File: src/hw/rtl/spwp_pkg.sv
`timescale 1ns / 1ps
`default_nettype none
// ----------------------------------------------------------------------------
// Sample phase window picker package
// Shared widths, status codes, lane result and control types, mask rotate helper.
// ----------------------------------------------------------------------------
package spwp_pkg;

	localparam int PHASE_COUNT = 16;
	localparam int PHASE_W     = $clog2(PHASE_COUNT);
	localparam int LEN_W       = $clog2(PHASE_COUNT + 1);
	localparam int RANK_W      = $clog2(PHASE_COUNT + 1);

	typedef logic [PHASE_COUNT-1:0] mask_t;

	// result status codes
	typedef enum logic [1:0] {
		ST_CENTER  = 2'd0,
		ST_DEFAULT = 2'd1,
		ST_NONE    = 2'd2
	} status_t;

	// what one lane found: a run that starts at its phase
	typedef struct packed {
		logic                 valid;
		logic [LEN_W-1:0]     len;
		logic [RANK_W-1:0]    rank;
		logic [PHASE_W-1:0]   start;
	} lane_res_t;

	// per-request control that travels alongside the lanes
	typedef struct packed {
		logic valid;
		logic all_pass;
		logic none_pass;
	} ctl_t;

	// rotate right by k: bit j of the result is bit (j + k) mod PHASE_COUNT
	function automatic mask_t rot_mask(input mask_t m, input logic [PHASE_W-1:0] k);
		mask_t               r;
		logic [PHASE_W-1:0]  idx;
		for (int j = 0; j < PHASE_COUNT; j++) begin
			idx  = k + PHASE_W'(j);
			r[j] = m[idx];
		end
		return r;
	endfunction

endpackage
`default_nettype wire

File: src/hw/rtl/sample_phase_window_picker.sv
`timescale 1ns / 1ps
`default_nettype none
// ----------------------------------------------------------------------------
// Sample phase window picker
// Chooses the center of the longest passing window in a tuning pass mask.
// ----------------------------------------------------------------------------
// Usage:
//   Request channel: drive pass_mask and raise start; the request is taken
//   at a clock edge with start high and busy low. busy stays low, so a new
//   mask can be taken every cycle.
//   Result channel: done is high for exactly one cycle with sample_phase,
//   tune_status and window_length. The receiver cannot stall; results are
//   never held.
//   Config channel: cfg_valid/cfg_ready/cfg_data write default_phase, the
//   phase used when every phase passes. cfg_ready is always high. Write it
//   only while no request is in flight.
//   Pipeline: a request passes the input register, the registered per-phase
//   lanes and the registered merge tree before done rises.
//   Throughput: one mask per cycle; one lane per phase works in parallel and
//   a compare tree over the lanes sets the cycle time.
//   Reset: arst_n clears the pipeline valids and default_phase to 0.
// ----------------------------------------------------------------------------
module sample_phase_window_picker (
	input  wire logic                          clk,
	input  wire logic                          arst_n,
	input  wire logic                          start,
	output logic                               busy,
	input  wire logic [15:0]                   pass_mask,
	input  wire logic                          cfg_valid,
	output logic                               cfg_ready,
	input  wire logic [3:0]                    cfg_data,
	output logic                               done,
	output logic [3:0]                         sample_phase,
	output logic [1:0]                         tune_status,
	output logic [4:0]                         window_length
);

	localparam int N = spwp_pkg::PHASE_COUNT;

	logic                          valid_s1;
	spwp_pkg::mask_t               mask_s1;
	spwp_pkg::ctl_t                ctl_s2;
	spwp_pkg::lane_res_t           lane_s2 [N];
	logic [spwp_pkg::PHASE_W-1:0]  default_phase_q;

	assign busy      = 1'b0;
	assign cfg_ready = 1'b1;

	// config register
	always_ff @(posedge clk or negedge arst_n) begin
		if (!arst_n) begin
			default_phase_q <= '0;
		end else if (cfg_valid && cfg_ready) begin
			default_phase_q <= cfg_data;
		end
	end

	// input stage
	always_ff @(posedge clk or negedge arst_n) begin
		if (!arst_n) begin
			valid_s1 <= 1'b0;
		end else begin
			valid_s1 <= start && !busy;
		end
	end

	always_ff @(posedge clk) begin
		mask_s1 <= pass_mask;
	end

	// control alongside the lanes
	always_ff @(posedge clk or negedge arst_n) begin
		if (!arst_n) begin
			ctl_s2 <= '0;
		end else begin
			ctl_s2.valid     <= valid_s1;
			ctl_s2.all_pass  <= &mask_s1;
			ctl_s2.none_pass <= ~|mask_s1;
		end
	end

	// one lane per phase
	for (genvar g = 0; g < N; g++) begin : g_lane
		spwp_lane u_lane (
			.clk      (clk),
			.rot_mask (spwp_pkg::rot_mask(mask_s1, spwp_pkg::PHASE_W'(g))),
			.lane_idx (spwp_pkg::PHASE_W'(g)),
			.res_s2   (lane_s2[g])
		);
	end

	spwp_merge u_merge (
		.clk           (clk),
		.arst_n        (arst_n),
		.lane_s2       (lane_s2),
		.ctl_s2        (ctl_s2),
		.default_phase (default_phase_q),
		.done_q        (done),
		.phase_q       (sample_phase),
		.status_q      (tune_status),
		.len_q         (window_length)
	);

endmodule
`default_nettype wire

File: src/hw/rtl/spwp_lane.sv
`timescale 1ns / 1ps
`default_nettype none
// ----------------------------------------------------------------------------
// Phase lane
// Checks whether a passing run starts at this lane's phase, measures it
// circularly and ranks it; result is registered.
// ----------------------------------------------------------------------------
module spwp_lane (
	input  wire logic                          clk,
	input  wire spwp_pkg::mask_t               rot_mask,
	input  wire logic [spwp_pkg::PHASE_W-1:0]  lane_idx,
	output spwp_pkg::lane_res_t                res_s2
);

	spwp_pkg::lane_res_t              res;
	logic [spwp_pkg::LEN_W-1:0]       len;
	logic [spwp_pkg::LEN_W:0]         reach;
	logic                             wraps;

	// run length: position of the first failing phase at or after this one
	always_comb begin
		len = spwp_pkg::LEN_W'(spwp_pkg::PHASE_COUNT);
		for (int j = spwp_pkg::PHASE_COUNT - 1; j >= 0; j--) begin
			if (!rot_mask[j]) begin
				len = spwp_pkg::LEN_W'(j);
			end
		end
	end

	// a run that crosses the last phase into phase 0 ranks first
	assign reach = (spwp_pkg::LEN_W + 1)'(lane_idx) + (spwp_pkg::LEN_W + 1)'(len);
	assign wraps = reach > (spwp_pkg::LEN_W + 1)'(spwp_pkg::PHASE_COUNT);

	always_comb begin
		res.valid = rot_mask[0] & ~rot_mask[spwp_pkg::PHASE_COUNT-1];
		res.len   = len;
		res.rank  = wraps ? '0 : spwp_pkg::RANK_W'(lane_idx) + 1'b1;
		res.start = lane_idx;
	end

	always_ff @(posedge clk) begin
		res_s2 <= res;
	end

endmodule
`default_nettype wire

File: src/hw/rtl/spwp_merge.sv
`timescale 1ns / 1ps
`default_nettype none
// ----------------------------------------------------------------------------
// Lane merge
// Picks the best run over all lanes with a compare tree, forms the window
// center and the status, and registers the result.
// ----------------------------------------------------------------------------
module spwp_merge (
	input  wire logic                          clk,
	input  wire logic                          arst_n,
	input  wire spwp_pkg::lane_res_t           lane_s2 [spwp_pkg::PHASE_COUNT],
	input  wire spwp_pkg::ctl_t                ctl_s2,
	input  wire logic [spwp_pkg::PHASE_W-1:0]  default_phase,
	output logic                               done_q,
	output logic [spwp_pkg::PHASE_W-1:0]       phase_q,
	output logic [1:0]                         status_q,
	output logic [spwp_pkg::LEN_W-1:0]         len_q
);

	localparam int N = spwp_pkg::PHASE_COUNT;

	spwp_pkg::lane_res_t          tree [2*N-1];
	spwp_pkg::lane_res_t          best;
	logic [spwp_pkg::PHASE_W-1:0] center;
	logic [spwp_pkg::PHASE_W-1:0] phase_d;
	spwp_pkg::status_t            status_d;
	logic [spwp_pkg::LEN_W-1:0]   len_d;

	// longer run wins; equal length goes to the lower rank
	function automatic spwp_pkg::lane_res_t pick(input spwp_pkg::lane_res_t a,
		input spwp_pkg::lane_res_t b);
		logic [spwp_pkg::LEN_W+spwp_pkg::RANK_W:0] ka;
		logic [spwp_pkg::LEN_W+spwp_pkg::RANK_W:0] kb;
		ka = {a.valid, a.len, ~a.rank};
		kb = {b.valid, b.len, ~b.rank};
		return (ka >= kb) ? a : b;
	endfunction

	// compare tree: leaves at N-1 .. 2N-2, root at 0
	always_comb begin
		for (int i = 0; i < N; i++) begin
			tree[N-1+i] = lane_s2[i];
		end
		for (int i = N - 2; i >= 0; i--) begin
			tree[i] = pick(tree[2*i+1], tree[2*i+2]);
		end
	end

	assign best   = tree[0];
	assign center = best.start + spwp_pkg::PHASE_W'(best.len >> 1);

	// special cases first
	always_comb begin
		priority if (ctl_s2.none_pass) begin
			phase_d  = spwp_pkg::PHASE_W'(N - 1);
			status_d = spwp_pkg::ST_NONE;
			len_d    = '0;
		end else if (ctl_s2.all_pass) begin
			phase_d  = default_phase;
			status_d = spwp_pkg::ST_DEFAULT;
			len_d    = spwp_pkg::LEN_W'(N);
		end else begin
			phase_d  = center;
			status_d = spwp_pkg::ST_CENTER;
			len_d    = best.len;
		end
	end

	always_ff @(posedge clk or negedge arst_n) begin
		if (!arst_n) begin
			done_q <= 1'b0;
		end else begin
			done_q <= ctl_s2.valid;
		end
	end

	always_ff @(posedge clk) begin
		phase_q  <= phase_d;
		status_q <= status_d;
		len_q    <= len_d;
	end

endmodule
`default_nettype wire
File: config.mk
export PLATFORM = sky130hd
export DESIGN_NAME = sample_phase_window_picker
export DESIGN_NICKNAME = d
export VERILOG_FILES = /design/src/hw/rtl/spwp_pkg.sv /design/src/hw/rtl/sample_phase_window_picker.sv /design/src/hw/rtl/spwp_lane.sv /design/src/hw/rtl/spwp_merge.sv
export SDC_FILE = /design/constraint.sdc
export NUM_CORES = 1
export LEC_CHECK = 0
export ABC_AREA = 1
export BUFFER_PORTS_ARGS = -buffer_cell sky130_fd_sc_hd__buf_4
export CAP_MARGIN = 10
export CORE_MARGIN = 2
export CORE_UTILIZATION = 40
export CTS_CLUSTER_DIAMETER = 200
export DETAILED_ROUTE_END_ITERATION = 16
export GPL_TIMING_DRIVEN = 0
export MAX_ROUTING_LAYER = met4
export SLEW_MARGIN = 0
export SYNTH_ARGS = -nofsm -noshare
export SYNTH_HDL_FRONTEND = slang
export SYNTH_HIERARCHICAL = 1
export SYNTH_SLANG_ARGS = --single-unit
File: constraint.sdc
create_clock -name clk -period 9.65 [get_ports clk]
set_clock_uncertainty 0.05 [all_clocks]
set_input_delay 0.4825 -clock clk [delete_from_list [all_inputs] [get_ports clk]]
set_output_delay 0.4825 -clock clk [all_outputs]
set_load 0.02 [all_outputs]
==> flow_summary_export.csv <==
group,metric,value,unit
sta,rsz0062_at_grt,"no",
worst_setup_path,critPathTopFamily,"compound AO/OA/AOI/OAI gates",
synthesis,synth_edf_count,0,
synthesis,yosysWarnings,6,
route,avgRoutedWirePerCell,13.7,um
die,io_pins,38,
sta,fin_crit_sh,92.4,%
clocking,cts_tree,"yes",
grt,grt_first_pass_wirelength,82800,um
worst_setup_path,cp.arrival,9280,ps
clocking,root_buffer,"clkbuf_16",
layout,syn_to_final_growth,20.2,%
route,route.met2.wl,23200,um
worst_setup_path,cp_common_cell,"a21oi_1",
worst_setup_path,cp-start-kind,"flip-flop",
placement,io_buffers,35,
grt,grt_max_degree,32,
route,drcViolationCount,0,
grt,antenna_found_initial,0,
hold_path,min_path_type,"in2reg",
pwr,ir_drop,0.176,mV
route,routed.top_layer,"met4",
grt,gr-total-overflow,0,
sta,slew_headroom,52.7,%
die,die_y,224,um
placement,placed_cell_area,21900,um2
layout,final_area,23300,um2
placement,post-dp-hpwl,39300,um
placement,place_congestion,0.894,
sta,fmax,112,MHz
route,met1_length,22900,um
synthesis,ys_ff_latch,276,
worst_setup_path,worst-path-buf-inv,8,
grt,grt.total_usage,20.9,%
grt,grt_pass1_vias,17300,
synthesis,yosysSeqAreaShare,28.8,%
clocking,cts_buffers,34,
clocking,clock_latency,540,ps
synthesis,synth.top_cell.area_share,27.6,%
pwr,powerDensity,224,nW/um2
layout,finalNetCount,3297,
sta,holdWs,148,ps
die,fp.dieW,224,um
placement,dpl_worst_slack,-649,ps
synthesis,synth-main-ff-cell,"dfxtp_1",
synthesis,syn_area_per_cell,7.44,um2
route,ant_nets,0,
worst_setup_path,critPathMaxStageDelay,420,ps
layout,fillCellCount,4711,
sta,worstMarginPinSlew,709,ps
die,coreArea,47700,um2
sta,finalMaxSlewViolations,0,
sta,setup_viol,0,
pwr,total_power,5.22,mW
sta,final.setup.worst_slack,731,ps
layout,antenna_cells,0,
worst_setup_path,critPathCaptureType,"flip-flop",
sta,hold_viol,0,
flow_run,max-cap-violations,0,
clocking,cts.path.max_buffers,3,
worst_setup_path,crit_type,"reg2reg",
synthesis,netlist_instances,2601,
synthesis,synth.distinct_cells,56,
route,viasPerCell,4.87,
layout,drive_gt1_share,10.7,%
worst_setup_path,cp.required,10010,ps
route,dr_wl_met3,2570,um
die,dieArea,50100,um2
route,drtIter0Drc,834,
synthesis,synthArstFlopShare,3.26,%
worst_setup_path,crit_slowest_cell,"fa_1",
synthesis,synth_area_leaders,"dfxtp_1 28%, ha_1 16%, nand2_1 12%",
synthesis,syn_area,19300,um2
route,firstDrtPassIters,5,
die,row_count,80,
sta,fin_crit,8920,ps
worst_setup_path,crit_path_max_fanout,10,
clocking,path_clk_slew,60,ps
route,routed_wl,50100,um
pwr,leakage,11.9,nW
die,start_util,40.5,%
synthesis,synth_area_leader_cell,"dfxtp_1",
run_status,status,"completed",
clocking,clock-sinks,276,
clocking,htree_num_levels,2,
route,num_vias,17800,
layout make-up:
| cell class | instances | area (um2) | share of cell area [%] |
|---|---|---|---|
| Buffer | 26 | 148 | 0.635 |
| Tap cell | 615 | 769 | 3.31 |
| Multi-Input combinational cell | 2341 | 13800 | 59.5 |
| Sequential cell | 276 | 5590 | 24.0 |
| Clock buffer | 50 | 1030 | 4.45 |
| Timing Repair Buffer | 76 | 816 | 3.51 |
| Inverter | 257 | 968 | 4.16 |
| Clock inverter | 11 | 87.6 | 0.377 |
state kept, by name (all words and copies together) (netlist names):
name and count:
g_lane.u_lane/res_s2 240, mask_s1 16, u_merge/len_q 5, default_phase_q 4
u_merge/phase_q 4, ctl_s2 3, u_merge/status_q 2, u_merge/done_q 1
valid_s1 1
logic make-up after synthesis:
logic type / share of synthesized area (%)
DFF: 28.8
other: 0.0388
and+or+nand+nor: 29.7
adders and majority gates: 17.5
muxes: 1.28
xor gates and xnor gates: 2.94
AOI/OAI and AO/OA: 14.0
buffers and inverters: 5.74
worst paths after layout:
check / depth (start not counted) / slack, ps / start / end
worst max-delay path: 44 / 730 / g_lane[7].u_lane/res_s2[14]$_DFF_P_ / u_merge/phase_q[1]$_SDFF_PP1_
worst min-delay path: 2 / 150 / cfg_data[3] / default_phase_q[3]$_DFFE_PN0P_
worst max register to register: 44 / 730 / g_lane[7].u_lane/res_s2[14]$_DFF_P_ / u_merge/phase_q[1]$_SDFF_PP1_
worst min register to register: 0 / 300 / ctl_s2[2]$_DFF_PN0_ / u_merge/done_q$_DFF_PN0_
max in group asynchronous: 2 / 9140 / arst_n / ctl_s2[1]$_DFF_PN0_
min in group asynchronous: 2 / 280 / arst_n / ctl_s2[2]$_DFF_PN0_
cell usage after synthesis, types with 19 or more instances:
library cell,count
nand4_1,32
nand3_1,127
xor2_1,49
nor2_2,24
nor2_1,312
o21ai_0,151
clkbuf_1,22
o21ai_2,19
inv_1,248
nand2_1,597
dfxtp_1,267
a21oi_1,199
a31oi_1,21
nand2_2,30
o21ai_1,25
ha_1,244
report_power, final:
| group | total [mW] | internal (mW) | switching (mW) |
|---|---|---|---|
| Combinational | 2.65 | 0.965 | 1.69 |
| Clock | 1.26 | 0.770 | 0.486 |
| Sequential | 1.31 | 1.24 | 0.0629 |
routing by layer:
layer,vias to the layer above,global-route usage (%)
met2,392,34.9
met1,8069,25.9
met5,-,-
met3,90,2.92
met4,0,7.12
li1,9225,-
what timing repair did:
item,4_1_cts,5_1_grt
setup buffers,0,7
gates resized for setup,10,34
pin swaps,0,3
endpoints found under the hold margin,26,0
endpoints found under the setup margin,4,5
hold buffers,18,0
cells in the final DEF, fill, tap and decap left out, types with 17 or more instances in the layout:
| cell | count |
|---|---|
| o21ai_2 | 21 |
| inv_1 | 248 |
| nand2_2 | 30 |
| fa_1 | 17 |
| o21ai_1 | 29 |
| clkbuf_16 | 37 |
| o21ai_0 | 145 |
| conb_1 | 306 |
| xor2_1 | 49 |
| nor3_4 | 17 |
| nand4_1 | 32 |
| buf_4 | 45 |
| dfxtp_1 | 251 |
| nor2_2 | 24 |
| nor2_1 | 312 |
| a31oi_1 | 20 |
| ha_1 | 244 |
| nor4_1 | 17 |
| nand3_1 | 127 |
| dlygate4sd3_1 | 18 |
| nand2_1 | 597 |
| a21oi_1 | 198 |
| a21o_1 | 18 |
metrics by stage:
stage,setup TNS [ps],util [%],std cells
6_report,0,48.7,3652
5_1_grt,0,48.7,3652
4_1_cts,0,48.6,3650
3_5_place_dp,-2040,45.8,3571
3_3_place_gp,-1980,45.1,3555
2_1_floorplan,0,-,2905
(Power assumes the default switching activity.)
